--- config.mk ---
export PLATFORM = sky130hd
export DESIGN_NAME = ts_bitrate_meter_flat
export DESIGN_NICKNAME = d
export VERILOG_FILES = /design/src/rtl/tsbrm_pkg.sv /design/src/rtl/tsbrm_ifs.sv /design/src/rtl/tsbrm_dp.sv /design/src/rtl/tsbrm_ctrl.sv /design/src/rtl/ts_bitrate_meter.sv /design/src/flat_wrapper.sv
export SDC_FILE = /design/constraint.sdc
export NUM_CORES = 2
export LEC_CHECK = 0
export BUFFER_PORTS_ARGS = -buffer_cell sky130_fd_sc_hd__buf_2
export CELL_PAD_IN_SITES_DETAIL_PLACEMENT = 0
export CELL_PAD_IN_SITES_GLOBAL_PLACEMENT = 1
export CORE_AREA = 5 5 571 573
export DETAILED_ROUTE_END_ITERATION = 6
export DIE_AREA = 0 0 576 578
export HOLD_SLACK_MARGIN = 0.12
export PLACE_DENSITY_LB_ADDON = 0.1
export SYNTH_ARGS = -nofsm -noshare
export SYNTH_HDL_FRONTEND = slang
export SYNTH_SLANG_ARGS = --single-unit
--- constraint.sdc ---
create_clock -name clock -period 14.5 [get_ports clock]
set_input_delay 2.9 -clock clock [delete_from_list [all_inputs] [get_ports clock]]
set_output_delay 2.9 -clock clock [all_outputs]
set_load 0.01 [all_outputs]
--- src/rtl/tsbrm_pkg.sv ---
// Package for the bit rate meter: widths, reset values, register indexes,
// controller states and the command/status structs between controller and datapath.
// No dependencies.
`default_nettype none
package tsbrm_pkg;

   localparam int SLICES   = 10;
   localparam int RING_LEN = SLICES + 1;
   localparam int IDX_W    = $clog2(RING_LEN);
   localparam int FILL_W   = $clog2(RING_LEN + 1);
   localparam int SUM_W    = FILL_W + 1;

   localparam int TIME_W     = 48;
   localparam int COUNT_W    = 48;
   localparam int RATE_W     = 40;
   localparam int LWIN_W     = 32;
   localparam int SLICE_W    = 32;
   localparam int PB_W       = 16;
   localparam int SCALE_W    = 20;
   localparam int NUM_W      = 84;
   localparam int WIDE_W     = TIME_W + RATE_W;
   localparam int CSR_IDX_W  = 2;
   localparam int CSR_DATA_W = 32;
   localparam int STEP_W     = 6;

   localparam logic [SCALE_W-1:0] US_PER_S = 20'd1000000;
   localparam logic [RATE_W-1:0]  RATE_MAX = '1;

   localparam logic [LWIN_W-1:0]  LWIN_RST  = 32'd1000000;
   localparam logic [SLICE_W-1:0] SLICE_RST = 32'd100000;
   localparam logic [PB_W-1:0]    PB_RST    = 16'd1504;

   localparam logic [CSR_IDX_W-1:0] CSR_LONG_WINDOW = 2'd0;
   localparam logic [CSR_IDX_W-1:0] CSR_SLICE       = 2'd1;
   localparam logic [CSR_IDX_W-1:0] CSR_PACKET_BITS = 2'd2;

   localparam logic [STEP_W-1:0] MUL1_LAST = STEP_W'(PB_W - 1);
   localparam logic [STEP_W-1:0] MUL2_LAST = STEP_W'(SCALE_W - 1);
   localparam logic [STEP_W-1:0] DIV_LAST  = STEP_W'(RATE_W - 1);

   localparam logic [FILL_W-1:0] RING_LEN_F = FILL_W'(RING_LEN);
   localparam logic [IDX_W-1:0]  RING_LAST  = IDX_W'(RING_LEN - 1);
   localparam logic [SUM_W-1:0]  RING_LEN_S = SUM_W'(RING_LEN);

   typedef enum logic [3:0] {
      ST_IDLE,
      ST_LCHK,
      ST_MINIT,
      ST_MUL1,
      ST_MINIT2,
      ST_MUL2,
      ST_DINIT,
      ST_DIV,
      ST_STORE,
      ST_RD_NEW,
      ST_RCHK,
      ST_RD_HEAD,
      ST_SLOAD,
      ST_OUT
   } ctrl_state_type;

   typedef struct packed {
      logic load_in;
      logic start_win;
      logic load_long;
      logic rd_en;
      logic rd_head;
      logic take;
      logic load_slide;
      logic mul_init1;
      logic mul_init2;
      logic mul_step;
      logic div_init;
      logic div_step;
      logic store_long;
      logic store_slide;
      logic out_load;
   } dp_cmd_type;

   typedef struct packed {
      logic started;
      logic long_due;
      logic take_due;
      logic ring_full;
      logic skip_div;
      logic out_free;
   } dp_status_type;

   typedef struct packed {
      logic                  we;
      logic [CSR_IDX_W-1:0]  index;
      logic [CSR_DATA_W-1:0] data;
   } csr_wr_type;

endpackage
`default_nettype wire

--- src/rtl/tsbrm_ifs.sv ---
// Valid/ready channel interfaces of the bit rate meter: tick in, rates out, register writes.
// Depends on tsbrm_pkg.
`default_nettype none
interface tsbrm_req_if import tsbrm_pkg::*; ();
   logic               valid;
   logic               ready;
   logic [TIME_W-1:0]  now_us;
   logic [COUNT_W-1:0] packet_count;
   modport source (output valid, now_us, packet_count, input ready);
   modport sink (input valid, now_us, packet_count, output ready);
endinterface

interface tsbrm_rsp_if import tsbrm_pkg::*; ();
   logic              valid;
   logic              ready;
   logic [RATE_W-1:0] long_rate_bps;
   logic              long_rate_valid;
   logic [RATE_W-1:0] sliding_rate_bps;
   logic              sliding_rate_valid;
   modport source (output valid, long_rate_bps, long_rate_valid, sliding_rate_bps,
                   sliding_rate_valid, input ready);
   modport sink (input valid, long_rate_bps, long_rate_valid, sliding_rate_bps,
                 sliding_rate_valid, output ready);
endinterface

interface tsbrm_csr_if import tsbrm_pkg::*; ();
   logic                  valid;
   logic                  ready;
   logic [CSR_IDX_W-1:0]  index;
   logic [CSR_DATA_W-1:0] data;
   modport source (output valid, index, data, input ready);
   modport sink (input valid, index, data, output ready);
endinterface
`default_nettype wire

--- src/rtl/tsbrm_dp.sv ---
// Datapath of the bit rate meter: config registers, window and ring state, sample ring
// memory, shift-add multiplier, restoring divider and result register. Uses tsbrm_pkg.
`default_nettype none
module tsbrm_dp import tsbrm_pkg::*; (
   input  wire logic               clock,
   input  wire logic               reset,
   input  wire dp_cmd_type         cmd,
   output dp_status_type           sts,
   input  wire csr_wr_type         csr_wr,
   input  wire logic [TIME_W-1:0]  now_us,
   input  wire logic [COUNT_W-1:0] packet_count,
   input  wire logic               rsp_ready,
   output logic                    rsp_valid,
   output logic [RATE_W-1:0]       long_rate_bps,
   output logic                    long_rate_valid,
   output logic [RATE_W-1:0]       sliding_rate_bps,
   output logic                    sliding_rate_valid
);

   // configuration
   logic [LWIN_W-1:0]  lwin_ff;
   logic [SLICE_W-1:0] slice_ff;
   logic [PB_W-1:0]    pb_ff;

   // window and ring control state
   logic               started_ff;
   logic [TIME_W-1:0]  wst_ff;
   logic [COUNT_W-1:0] wsc_ff;
   logic [RATE_W-1:0]  long_rate_ff;
   logic               long_valid_ff;
   logic [RATE_W-1:0]  slide_rate_ff;
   logic               slide_valid_ff;
   logic [IDX_W-1:0]   head_ff;
   logic [FILL_W-1:0]  fill_ff;
   logic               rsp_valid_ff;

   // sample ring
   logic [TIME_W-1:0]  time_mem [RING_LEN];
   logic [COUNT_W-1:0] count_mem [RING_LEN];
   logic [TIME_W-1:0]  rd_time_ff;
   logic [COUNT_W-1:0] rd_count_ff;

   // working registers
   logic [TIME_W-1:0]  now_ff;
   logic [COUNT_W-1:0] cnt_ff;
   logic [COUNT_W-1:0] pk_ff;
   logic [TIME_W-1:0]  el_ff;
   logic [NUM_W-1:0]   acc_ff;
   logic [NUM_W-1:0]   mcand_ff;
   logic [SCALE_W-1:0] mplier_ff;
   logic [TIME_W-1:0]  rem_ff;
   logic [RATE_W-1:0]  nlo_ff;
   logic               sat_ff;
   logic [RATE_W-1:0]  long_out_ff;
   logic               long_vout_ff;
   logic [RATE_W-1:0]  slide_out_ff;
   logic               slide_vout_ff;

   logic [TIME_W-1:0]  el_long;
   logic [TIME_W-1:0]  el_slice;
   logic [SUM_W-1:0]   newest_sum;
   logic [SUM_W-1:0]   newest_wrap;
   logic [SUM_W-1:0]   app_sum;
   logic [SUM_W-1:0]   app_wrap;
   logic [IDX_W-1:0]   head_inc;
   logic [IDX_W-1:0]   rd_addr;
   logic [IDX_W-1:0]   slot;
   logic               ring_full;
   logic [WIDE_W-1:0]  num_ext;
   logic [WIDE_W-1:0]  el_shift;
   logic               el_zero;
   logic [TIME_W:0]    div_t;
   logic [TIME_W:0]    div_d;
   logic               div_ge;
   logic [TIME_W-1:0]  rem_in;
   logic [RATE_W-1:0]  rate_res;

   assign el_long  = now_ff - wst_ff;
   assign el_slice = now_ff - rd_time_ff;
   assign ring_full = (fill_ff == RING_LEN_F);

   assign newest_sum  = SUM_W'(head_ff) + SUM_W'(fill_ff) - SUM_W'(1);
   assign newest_wrap = (newest_sum >= RING_LEN_S) ? newest_sum - RING_LEN_S : newest_sum;
   assign app_sum     = SUM_W'(head_ff) + SUM_W'(fill_ff);
   assign app_wrap    = (app_sum >= RING_LEN_S) ? app_sum - RING_LEN_S : app_sum;
   assign head_inc    = (head_ff == RING_LAST) ? '0 : head_ff + IDX_W'(1);
   assign rd_addr     = cmd.rd_head ? head_ff : newest_wrap[IDX_W-1:0];
   assign slot        = ring_full ? head_ff : app_wrap[IDX_W-1:0];

   assign num_ext  = WIDE_W'(acc_ff);
   assign el_shift = {el_ff, {RATE_W{1'b0}}};
   assign el_zero  = (el_ff == '0);

   assign div_t  = {rem_ff, nlo_ff[RATE_W-1]};
   assign div_d  = div_t - {1'b0, el_ff};
   assign div_ge = (div_t >= {1'b0, el_ff});
   assign rem_in = div_ge ? div_d[TIME_W-1:0] : div_t[TIME_W-1:0];

   assign rate_res = sat_ff ? RATE_MAX : (el_zero ? '0 : nlo_ff);

   always_comb begin
      sts.started   = started_ff;
      sts.long_due  = (el_long >= TIME_W'(lwin_ff));
      sts.take_due  = (fill_ff == '0) || (el_slice >= TIME_W'(slice_ff));
      sts.ring_full = ring_full;
      sts.skip_div  = sat_ff || el_zero;
      sts.out_free  = !rsp_valid_ff || rsp_ready;
   end

   always_ff @(posedge clock) begin
      if (reset) begin
         lwin_ff        <= LWIN_RST;
         slice_ff       <= SLICE_RST;
         pb_ff          <= PB_RST;
         started_ff     <= 1'b0;
         wst_ff         <= '0;
         wsc_ff         <= '0;
         long_rate_ff   <= '0;
         long_valid_ff  <= 1'b0;
         slide_rate_ff  <= '0;
         slide_valid_ff <= 1'b0;
         head_ff        <= '0;
         fill_ff        <= '0;
         rsp_valid_ff   <= 1'b0;
      end else begin
         if (csr_wr.we) begin
            case (csr_wr.index)
               CSR_LONG_WINDOW: lwin_ff  <= csr_wr.data[LWIN_W-1:0];
               CSR_SLICE:       slice_ff <= csr_wr.data[SLICE_W-1:0];
               CSR_PACKET_BITS: pb_ff    <= csr_wr.data[PB_W-1:0];
               default: ;
            endcase
         end
         if (cmd.start_win) begin
            started_ff <= 1'b1;
            wst_ff     <= now_ff;
            wsc_ff     <= cnt_ff;
         end
         if (cmd.load_long) begin
            wst_ff <= now_ff;
            wsc_ff <= cnt_ff;
         end
         if (cmd.take) begin
            if (ring_full) begin
               head_ff <= head_inc;
            end else begin
               fill_ff <= fill_ff + FILL_W'(1);
            end
         end
         if (cmd.store_long) begin
            long_rate_ff  <= rate_res;
            long_valid_ff <= 1'b1;
         end
         if (cmd.store_slide) begin
            slide_rate_ff  <= rate_res;
            slide_valid_ff <= 1'b1;
         end
         if (cmd.out_load) begin
            rsp_valid_ff <= 1'b1;
         end else if (rsp_ready) begin
            rsp_valid_ff <= 1'b0;
         end
      end
   end

   always_ff @(posedge clock) begin
      if (cmd.take) begin
         time_mem[slot]  <= now_ff;
         count_mem[slot] <= cnt_ff;
      end
      if (cmd.rd_en) begin
         rd_time_ff  <= time_mem[rd_addr];
         rd_count_ff <= count_mem[rd_addr];
      end
   end

   always_ff @(posedge clock) begin
      if (cmd.load_in) begin
         now_ff <= now_us;
         cnt_ff <= packet_count;
      end
      if (cmd.load_long) begin
         pk_ff <= cnt_ff - wsc_ff;
         el_ff <= el_long;
      end
      if (cmd.load_slide) begin
         pk_ff <= cnt_ff - rd_count_ff;
         el_ff <= el_slice;
      end
      if (cmd.mul_init1) begin
         acc_ff    <= '0;
         mcand_ff  <= NUM_W'(pk_ff);
         mplier_ff <= SCALE_W'(pb_ff);
      end
      if (cmd.mul_init2) begin
         acc_ff    <= '0;
         mcand_ff  <= acc_ff;
         mplier_ff <= US_PER_S;
      end
      if (cmd.mul_step) begin
         acc_ff    <= acc_ff + (mplier_ff[0] ? mcand_ff : '0);
         mcand_ff  <= {mcand_ff[NUM_W-2:0], 1'b0};
         mplier_ff <= {1'b0, mplier_ff[SCALE_W-1:1]};
      end
      if (cmd.div_init) begin
         rem_ff <= TIME_W'(acc_ff[NUM_W-1:RATE_W]);
         nlo_ff <= acc_ff[RATE_W-1:0];
         sat_ff <= el_zero ? (pk_ff != '0) : (num_ext >= el_shift);
      end
      if (cmd.div_step) begin
         rem_ff <= rem_in;
         nlo_ff <= {nlo_ff[RATE_W-2:0], div_ge};
      end
      if (cmd.out_load) begin
         long_out_ff   <= long_rate_ff;
         long_vout_ff  <= long_valid_ff;
         slide_out_ff  <= slide_rate_ff;
         slide_vout_ff <= slide_valid_ff;
      end
   end

   assign rsp_valid          = rsp_valid_ff;
   assign long_rate_bps      = long_out_ff;
   assign long_rate_valid    = long_vout_ff;
   assign sliding_rate_bps   = slide_out_ff;
   assign sliding_rate_valid = slide_vout_ff;

endmodule
`default_nettype wire

--- src/rtl/tsbrm_ctrl.sv ---
// Controller of the bit rate meter: sequences window check, ring update, the
// multiply and divide steps and the result beat. Uses tsbrm_pkg.
`default_nettype none
module tsbrm_ctrl import tsbrm_pkg::*; (
   input  wire logic          clock,
   input  wire logic          reset,
   input  wire logic          req_valid,
   output logic               req_ready,
   input  wire dp_status_type sts,
   output dp_cmd_type         cmd
);

   ctrl_state_type    state_ff, state_in;
   logic [STEP_W-1:0] step_ff, step_in;
   logic              slide_ff, slide_in;

   always_ff @(posedge clock) begin
      if (reset) begin
         state_ff <= ST_IDLE;
         step_ff  <= '0;
         slide_ff <= 1'b0;
      end else begin
         state_ff <= state_in;
         step_ff  <= step_in;
         slide_ff <= slide_in;
      end
   end

   always_comb begin
      state_in  = state_ff;
      step_in   = step_ff;
      slide_in  = slide_ff;
      cmd       = '0;
      req_ready = 1'b0;
      case (state_ff)
         ST_IDLE: begin
            req_ready = 1'b1;
            if (req_valid) begin
               cmd.load_in = 1'b1;
               state_in    = ST_LCHK;
            end
         end
         ST_LCHK: begin
            if (!sts.started) begin
               cmd.start_win = 1'b1;
               state_in      = ST_RD_NEW;
            end else if (sts.long_due) begin
               cmd.load_long = 1'b1;
               slide_in      = 1'b0;
               state_in      = ST_MINIT;
            end else begin
               state_in = ST_RD_NEW;
            end
         end
         ST_MINIT: begin
            cmd.mul_init1 = 1'b1;
            step_in       = '0;
            state_in      = ST_MUL1;
         end
         ST_MUL1: begin
            cmd.mul_step = 1'b1;
            step_in      = step_ff + STEP_W'(1);
            if (step_ff == MUL1_LAST) begin
               state_in = ST_MINIT2;
            end
         end
         ST_MINIT2: begin
            cmd.mul_init2 = 1'b1;
            step_in       = '0;
            state_in      = ST_MUL2;
         end
         ST_MUL2: begin
            cmd.mul_step = 1'b1;
            step_in      = step_ff + STEP_W'(1);
            if (step_ff == MUL2_LAST) begin
               state_in = ST_DINIT;
            end
         end
         ST_DINIT: begin
            cmd.div_init = 1'b1;
            step_in      = '0;
            state_in     = ST_DIV;
         end
         ST_DIV: begin
            if (sts.skip_div) begin
               state_in = ST_STORE;
            end else begin
               cmd.div_step = 1'b1;
               step_in      = step_ff + STEP_W'(1);
               if (step_ff == DIV_LAST) begin
                  state_in = ST_STORE;
               end
            end
         end
         ST_STORE: begin
            if (slide_ff) begin
               cmd.store_slide = 1'b1;
               state_in        = ST_OUT;
            end else begin
               cmd.store_long = 1'b1;
               state_in       = ST_RD_NEW;
            end
         end
         ST_RD_NEW: begin
            cmd.rd_en = 1'b1;
            state_in  = ST_RCHK;
         end
         ST_RCHK: begin
            if (sts.take_due) begin
               cmd.take = 1'b1;
               state_in = ST_RD_HEAD;
            end else begin
               state_in = ST_OUT;
            end
         end
         ST_RD_HEAD: begin
            if (sts.ring_full) begin
               cmd.rd_en   = 1'b1;
               cmd.rd_head = 1'b1;
               state_in    = ST_SLOAD;
            end else begin
               state_in = ST_OUT;
            end
         end
         ST_SLOAD: begin
            cmd.load_slide = 1'b1;
            slide_in       = 1'b1;
            state_in       = ST_MINIT;
         end
         ST_OUT: begin
            if (sts.out_free) begin
               cmd.out_load = 1'b1;
               state_in     = ST_IDLE;
            end
         end
         default: begin
            state_in = ST_IDLE;
         end
      endcase
   end

endmodule
`default_nettype wire

--- src/rtl/ts_bitrate_meter.sv ---
// Bit rate meter top level: fixed and sliding window rates from timestamped packet counts.
// One tick at a time: no multiply or divide runs when no window closes and no
// sample is taken, and both rates are recomputed in turn when both fall due. Each rate costs
// 16 + 20 shift-add multiply steps and up to 40 restoring divide steps in one shared unit.
// A new tick is taken once the previous result sits in the output register.
// Synchronous active-high reset restores register defaults, clears both stored rates and empties the ring.
// Depends on tsbrm_pkg, tsbrm_ifs, tsbrm_ctrl and tsbrm_dp.
`default_nettype none
module ts_bitrate_meter import tsbrm_pkg::*; (
   input  wire logic clock,
   input  wire logic reset,
   tsbrm_req_if.sink   req_bus,
   tsbrm_rsp_if.source rsp_bus,
   tsbrm_csr_if.sink   csr_bus
);

   dp_cmd_type    cmd;
   dp_status_type sts;
   csr_wr_type    csr_wr;
   logic          req_ready;

   assign csr_bus.ready = 1'b1;
   assign req_bus.ready = req_ready;

   always_comb begin
      csr_wr.we    = csr_bus.valid;
      csr_wr.index = csr_bus.index;
      csr_wr.data  = csr_bus.data;
   end

   tsbrm_ctrl u_ctrl (
      .clock     (clock),
      .reset     (reset),
      .req_valid (req_bus.valid),
      .req_ready (req_ready),
      .sts       (sts),
      .cmd       (cmd)
   );

   tsbrm_dp u_dp (
      .clock              (clock),
      .reset              (reset),
      .cmd                (cmd),
      .sts                (sts),
      .csr_wr             (csr_wr),
      .now_us             (req_bus.now_us),
      .packet_count       (req_bus.packet_count),
      .rsp_ready          (rsp_bus.ready),
      .rsp_valid          (rsp_bus.valid),
      .long_rate_bps      (rsp_bus.long_rate_bps),
      .long_rate_valid    (rsp_bus.long_rate_valid),
      .sliding_rate_bps   (rsp_bus.sliding_rate_bps),
      .sliding_rate_valid (rsp_bus.sliding_rate_valid)
   );

endmodule
`default_nettype wire

--- src/flat_wrapper.sv ---
// flat-port wrapper written by rule: the top's interface ports become plain ports
module ts_bitrate_meter_flat import tsbrm_pkg::*;
  (clock, reset, req_bus_valid, req_bus_now_us, req_bus_packet_count, req_bus_ready, rsp_bus_valid, rsp_bus_long_rate_bps, rsp_bus_long_rate_valid, rsp_bus_sliding_rate_bps, rsp_bus_sliding_rate_valid, rsp_bus_ready, csr_bus_valid, csr_bus_index, csr_bus_data, csr_bus_ready);
  tsbrm_req_if req_bus_i ();
  tsbrm_rsp_if rsp_bus_i ();
  tsbrm_csr_if csr_bus_i ();
  input  wire logic clock;
  input  wire logic reset;
  input wire logic [$bits(req_bus_i.valid)-1:0] req_bus_valid;
  input wire logic [$bits(req_bus_i.now_us)-1:0] req_bus_now_us;
  input wire logic [$bits(req_bus_i.packet_count)-1:0] req_bus_packet_count;
  output wire logic [$bits(req_bus_i.ready)-1:0] req_bus_ready;
  output wire logic [$bits(rsp_bus_i.valid)-1:0] rsp_bus_valid;
  output wire logic [$bits(rsp_bus_i.long_rate_bps)-1:0] rsp_bus_long_rate_bps;
  output wire logic [$bits(rsp_bus_i.long_rate_valid)-1:0] rsp_bus_long_rate_valid;
  output wire logic [$bits(rsp_bus_i.sliding_rate_bps)-1:0] rsp_bus_sliding_rate_bps;
  output wire logic [$bits(rsp_bus_i.sliding_rate_valid)-1:0] rsp_bus_sliding_rate_valid;
  input wire logic [$bits(rsp_bus_i.ready)-1:0] rsp_bus_ready;
  input wire logic [$bits(csr_bus_i.valid)-1:0] csr_bus_valid;
  input wire logic [$bits(csr_bus_i.index)-1:0] csr_bus_index;
  input wire logic [$bits(csr_bus_i.data)-1:0] csr_bus_data;
  output wire logic [$bits(csr_bus_i.ready)-1:0] csr_bus_ready;
  assign req_bus_i.valid = req_bus_valid;
  assign req_bus_i.now_us = req_bus_now_us;
  assign req_bus_i.packet_count = req_bus_packet_count;
  assign req_bus_ready = req_bus_i.ready;
  assign rsp_bus_valid = rsp_bus_i.valid;
  assign rsp_bus_long_rate_bps = rsp_bus_i.long_rate_bps;
  assign rsp_bus_long_rate_valid = rsp_bus_i.long_rate_valid;
  assign rsp_bus_sliding_rate_bps = rsp_bus_i.sliding_rate_bps;
  assign rsp_bus_sliding_rate_valid = rsp_bus_i.sliding_rate_valid;
  assign rsp_bus_i.ready = rsp_bus_ready;
  assign csr_bus_i.valid = csr_bus_valid;
  assign csr_bus_i.index = csr_bus_index;
  assign csr_bus_i.data = csr_bus_data;
  assign csr_bus_ready = csr_bus_i.ready;
  ts_bitrate_meter u_core (.clock(clock), .reset(reset), .req_bus(req_bus_i), .rsp_bus(rsp_bus_i), .csr_bus(csr_bus_i));
endmodule
# Yosys cells after proc, flatten, opt, wreduce, memory -nomap -nowiden
# Memory sizes are Yosys's and may differ from the RTL's. A register that Yosys moved wholly into a read port is not among the register bits.
# Cells that the tools add are included.
# Widths: inputs -> output; s select.
# op_classes
n_addsub	13
order_cmp	6
eq_ne	28
mux	76
bitwise_logic	1
n_reduce_logical	27
# ops
cell	n
$mux 84	7
$mux 48	11
$sub 48x48->48	5
$mux 40	4
$ge 48x32->1	2
$ge 84x88->1	1
$add 84x84->84	1
$pmux 4 s14	1
$mux 4	13
$ge 49x48->1	1
$logic_not 48->1	1
$reduce_bool 48->1	1
$mux 20	2
$eq 4x4->1 const B	8
$mux 1	28
$mux 19	1
$pmux 6 s3	1
$eq 4x3->1 const B	4
$reduce_and 2->1	6
$reduce_bool 2->1	6
$ge 5x4->1 const B	2
$ne 2x2->1 const B	5
$add 4x1->4 const B	2
$eq 4x2->1 const B	2
other kinds (26)	36
# word_totals
reg_bits	830
mem_bits_rw	1056
input_bits	135
output_inout_bits	85
word_cells	185
mem_count	2
# mem_list
memory	words	word_bits	rd	rd_ports_with_merged_regs	write_ports	line_no	source
u_core.u_dp.count_mem	11	48	1	1	1	tsbrm_dp.sv:39	logic [COUNT_W-1:0] count_mem [RING_LEN];
u_core.u_dp.time_mem	11	48	1	1	1	tsbrm_dp.sv:38	logic [TIME_W-1:0] time_mem [RING_LEN];

# Logic depth before layout (Yosys ltp)
# depth
depth_word	7
mapped_depth	29
ltp_nobuf	26

# Cells and area by module
# From an unflattened synthesis, not the netlist that was laid out.
# hier_totals
cells_unflattened	7945
area_unflattened_um2	94212.9
# by_module_without_submodules
mod	instances	cells_each	area_per_inst_um2	seq_area_each_um2
tsbrm_dp	1	7818	93302.0	56484.2
tsbrm_ctrl	1	125	899.6	220.2
ts_bitrate_meter	1	2	11.3	0.0

# Least setup slack after synthesis
# No wires, ideal clock.
# synth_path
path_type	register to register
from	register u_core.u_ctrl.state_ff[1]
to	register u_core.u_ctrl.state_ff[3]
t_arrival_ns	11.346
path_slack_ns	3.021
path_stages_with_launch	12
path_buffers	1
synth_period_minus_slack_ns	11.479
cell_sequence	dfxtp_1 -> clkbuf_1 -> nand2b_1 -> a21oi_1 -> o21ai_0 -> o31ai_1 -> a21oi_1 -> a21boi_0 -> inv_1 -> o22ai_1 -> a22oi_1 -> a21oi_1
# synth_via
elab_chain_len	3
elab_cells_between_ends	21
cone_classes	18 x eq/ne; 1 x mux; 2 x reduce/logical
# synth_rtl
item	line_no	source
from (decl)	tsbrm_ctrl.sv:13	ctrl_state_type state_ff, state_in;
from (signal assigned)	tsbrm_ctrl.sv:23	state_ff <= state_in;
$eq 4x3->1, or another cell as far along	tsbrm_ctrl.sv:35	case (state_ff)
$ne 3x2->1 (no line), or another cell as far along	-	
$reduce_and 5->1 (no line)	-	
# Several ways; a longest one is shown, not always the timed one.
# A chain may end at the register's enable or synchronous reset.

# Worst setup path in the final report
# layout_path
from	register u_core.u_dp.now_ff[0]
to	memory u_core.u_dp.time_mem[6][0] (enable)
# layout_via
elab_chain_len	7
# layout_rtl
item	line_no	source
from (decl)	tsbrm_dp.sv:44	logic [TIME_W-1:0] now_ff;
from (signal assigned)	tsbrm_dp.sv:179	now_ff <= now_us;
$sub 48x48->48	tsbrm_dp.sv:79	assign el_slice = now_ff - rd_time_ff;
$ge 48x32->1	tsbrm_dp.sv:104	sts.take_due = (fill_ff == '0) || (el_slice >= TIME_W'(slice_ff));
$logic_or 1x1->1	tsbrm_dp.sv:104	
$mux 1	tsbrm_ctrl.sv:109	if (sts.take_due) begin
$mux 1	tsbrm_ctrl.sv:35	
$mux 1	tsbrm_dp.sv:167	if (cmd.take) begin
$mux 1 (not written as such)	tsbrm_dp.sv:168	time_mem[slot] <= now_ff;
to (decl)	tsbrm_dp.sv:38	
# Every way passes these cells.

==> flow_summary_export.csv <==
group,metric,value,unit
flow_run,max-cap-violations,0,
sta,fin_crit,8430,ps
finish,multiInputGateArea,36200,µm²
worst_setup_path,crit_buf_inv,4,
sta,rsz0062_at_grt,"false",
sta,skew,101,ps
worst_setup_path,r2r_setup_slack,6070,ps
detailed_routing,via_count,63631,
worst_setup_path,required,15000,ps
finish,final_cell_mix,"edfxtp_1 (1,701), nand2_1 (845), nor2_1 (633)",
yosys,avgSynthCellArea,11.8,µm²
pwr,powerDensity,153,nW/µm²
clock_network,path_clk_slew,60,ps
worst_setup_path,cp_max_fo,46,
finish,nFillCells,31943,
yosys,synth_ff_type,"edfxtp_1",
detailed_routing,drc,0,
pwr,p_sw,5.20,mW
finish,seq_area,56700,µm²
worst_setup_path,critPathCapture,"u_core.u_dp.time_mem[6][0]$_DFFE_PP_",
yosys,synth-seq-cells,1982,
sta,slew_violations,0,
global_route,grt_usage,17.3,%
die,core_area,320000,µm²
detailed_routing,wl_per_cell,23.6,µm
finish,drive_gt1_share,10.6,%
clock_network,htreeDepth,4,
detailed_routing,postRouteWirelength,298000,µm
clock_network,cts_tree,"built",
yosys,synthesis.area,95500,µm²
clock_network,cts_buffers,232,
clock_network,cts_hold_buf,0,
global_route,grt_pass1_vias,64219,
sta,finalSetupViolations,0,
die,start_util,29.8,%
yosys,synth-edff-count,1701,
hold_path,min_path_type,"reg -> reg",
global_route,grt_pass1_wl,440000,µm
finish,nets,8764,
detailed_routing,drt_iter0_markers,3887,
global_route,antenna_found_initial,32,
run_status,status,"finished clean",
sta,fmax,119,MHz
pwr,internal_power,11.5,mW
clock_network,cts_setup_buffers,0,
placement,gp_congestion,0.853,
pwr,sw_frac_of_total,31.1,%
sta,worstMarginPinSlew,1210,ps
yosys,ys_async_sr_fraction,0,%
pwr,pwr-share-clk,35.5,%
clock_network,clock-sinks,1982,
detailed_routing,dr.pass1.iters,7,
die,die-height,578,µm
die,dieWidth,576,µm
detailed_routing,detail-route-antenna-nets,0,
worst_setup_path,reg2reg_from,"u_core.u_dp.now_ff[0]$_DFFE_PP_",
yosys,synth_cell_types,90,
placement,hpwl,202000,µm
yosys,netlist_instances,8084,
pwr,ir_worst_vdd,108,µV
yosys,synth.yosys.seq_area_share,59.4,%
yosys,ys_warn_count,0,
worst_setup_path,critical_path_arrival,8930,ps
worst_setup_path,crit_cells,25,
yosys,syn-num-nets,8614,
worst_setup_path,crit_start,"u_core.u_dp.now_ff[0]$_DFFE_PP_",
pwr,p_leak,41.2,nW
sta,setup_tns,0,ps
worst_setup_path,critPathSlowestCell,"buf_4",
sta,hold_viol,0,
worst_setup_path,cp-start-kind,"flop",
worst_setup_path,reg2regPathDepth,25,
detailed_routing,vias_per_cell,5.03,
sta,relSlewSlack,19.5,%
worst_setup_path,crit_type,"reg -> reg",
placement,io_buffers,218,
pwr,comb_power_share,22.5,%
pwr,seqPwrFrac,41.9,%
finish,mostFrequentLayoutCell,"edfxtp_1",
sta,hold_ws,423,ps
global_route,grt_overflow,0,
die,io_pins,220,
die,rows,208,
finish,area_growth,14.5,%
global_route,grt_max_degree,145,
worst_setup_path,crit_path_end_kind,"flop",
sta,final.period_utilization,58.1,%
clock_network,insertion_delay,940,ps
worst_setup_path,path_delay_family,"simple AND/OR/NAND/NOR gates",
worst_setup_path,critPathMaxStageDelay,810,ps
die,die_area,333000,µm²
worst_setup_path,r2r_end,"u_core.u_dp.time_mem[6][0]$_DFFE_PP_",
clock_network,cts_buffer_depth,4,
clock_network,root_buffer,"clkbuf_16",
clock_network,post_cts_resize_count,0,
[sequential cells by signal (all words and copies together) (netlist names), 16 cells and up]
signal,cells
u_core.u_dp.pk_ff,48
u_core.u_dp.long_rate_bps,40
u_core.u_dp.count_mem,528
u_core.u_dp.rd_count_ff,48
u_core.u_dp.time_mem,528
u_core.u_dp.acc_ff,84
u_core.u_dp.pb_ff,16
u_core.u_dp.rd_time_ff,48
u_core.u_dp.wst_ff,48
u_core.u_dp.sliding_rate_bps,40
u_core.u_dp.long_rate_ff,40
u_core.u_dp.slice_ff,32
u_core.u_dp.cnt_ff,48
u_core.u_dp.now_ff,48
u_core.u_dp.el_ff,48
u_core.u_dp.nlo_ff,40
u_core.u_dp.mplier_ff,20
u_core.u_dp.wsc_ff,48
u_core.u_dp.mcand_ff,84
u_core.u_dp.slide_rate_ff,40
u_core.u_dp.rem_ff,48
u_core.u_dp.lwin_ff,32
[area by class of cell]
class	count	share of cell area [%]
Clock buffer	296	5.78
Multi-Input combinational cell	5368	33.1
Inverter	298	1.02
Clock inverter	135	1.33
Timing Repair Buffer	352	2.03
Tap cell	4200	4.81
Sequential cell	1982	51.9
Antenna cell	9	0.0206
[cells by family after synthesis]
group,count (synthesis),synth area share [%]
AOI/OAI and AO/OA,1948,13.5
buffers and inverters,734,3.01
other,1,0.00393
muxes,569,6.12
xor gates and xnor gates,255,2.35
adders and majority gates,395,5.22
and+or+nand+nor,2200,10.5
DFF,1982,59.4
[routing by layer]
metal	GRT usage, %	vias to the layer above	part of all wire, %
li1	-	30501	-
met1	26.5	31624	51
met4	3.41	2	1.7
met5	0	-	0.0047
met3	1.88	303	4.1
met2	26.5	1201	43
[cell usage after synthesis, types with 47 or more instances]
cell      count  area (µm²)
a211o_1     119        1040
a211oi_1    291        2180
a21o_1      154        1160
a21oi_1     509        2550
a22oi_1      48         360
a31oi_1     135         845
and2_1      115         719
buf_1        47         176
clkbuf_1    366        1370
dfxtp_1     281        5630
edfxtp_1   1701       51100
ha_1        389        4870
inv_1       297        1110
mux2_2      114        1280
mux2i_1     452        4520
nand2_1     848        3180
nand3_1      75         375
nand4_1      99         619
nor2_1      647        2430
nor2b_1     134         838
nor3_1       60         300
nor4_1       55         344
o211ai_1    129         968
o21a_1       56         420
o21ai_0     216        1080
o21ai_1      58         290
o21bai_1     47         353
xnor2_1     164        1440
xor2_1       90         788
[through the flow]
stage | setup slack [ps] | util [%] | cells | cell area [µm²] | power (mW)
4_1_cts | 5740 | 34.1 | 12631 | 109000 | 17.0
2_1_floorplan | 3020 | - | 8084 | 95500 | 9.57
3_5_place_dp | 5820 | 31.7 | 12200 | 102000 | 10.9
3_3_place_gp | 5870 | 31.7 | 12200 | 102000 | 10.9
6_report | 6070 | 34.2 | 12640 | 109000 | 16.7
5_1_grt | 5460 | 34.2 | 12633 | 109000 | 17.6
[how the worst min path moves through the flow]
stage / from / slack (ps) / to / depth (start not counted)
6_report: u_core.u_dp.long_rate_ff[29]$_SDFFE_PP0P_ / 420 / u_core.u_dp.long_rate_bps[29]$_DFFE_PP_ / 0
5_1_grt: u_core.u_dp.slide_rate_ff[33]$_SDFFE_PP0P_ / 430 / u_core.u_dp.sliding_rate_bps[33]$_DFFE_PP_ / 0
4_1_cts: u_core.u_dp.long_rate_ff[29]$_SDFFE_PP0P_ / 420 / u_core.u_dp.long_rate_bps[29]$_DFFE_PP_ / 0
3_5_place_dp: u_core.u_dp.long_rate_ff[32]$_SDFFE_PP0P_ / 420 / u_core.u_dp.long_rate_bps[32]$_DFFE_PP_ / 0
3_3_place_gp: u_core.u_dp.slide_rate_ff[6]$_SDFFE_PP0P_ / 420 / u_core.u_dp.sliding_rate_bps[6]$_DFFE_PP_ / 0
2_1_floorplan: u_core.u_dp.long_rate_ff[0]$_SDFFE_PP0P_ / 410 / u_core.u_dp.long_rate_bps[0]$_DFFE_PP_ / 0
[power groups by stage]
| stage | Combinational [mW] | Clock [mW] | Sequential (mW) |
|---|---|---|---|
| 2_1_floorplan | 2.49 | 0 | 7.07 |
| 3_3_place_gp | 3.80 | 0 | 7.13 |
| 3_5_place_dp | 3.78 | 0 | 7.14 |
| 4_1_cts | 3.80 | 6.16 | 7.02 |
| 5_1_grt | 4.18 | 6.38 | 7.06 |
| 6_report | 3.77 | 5.95 | 7.02 |
Power figures use the tool's default switching activity.
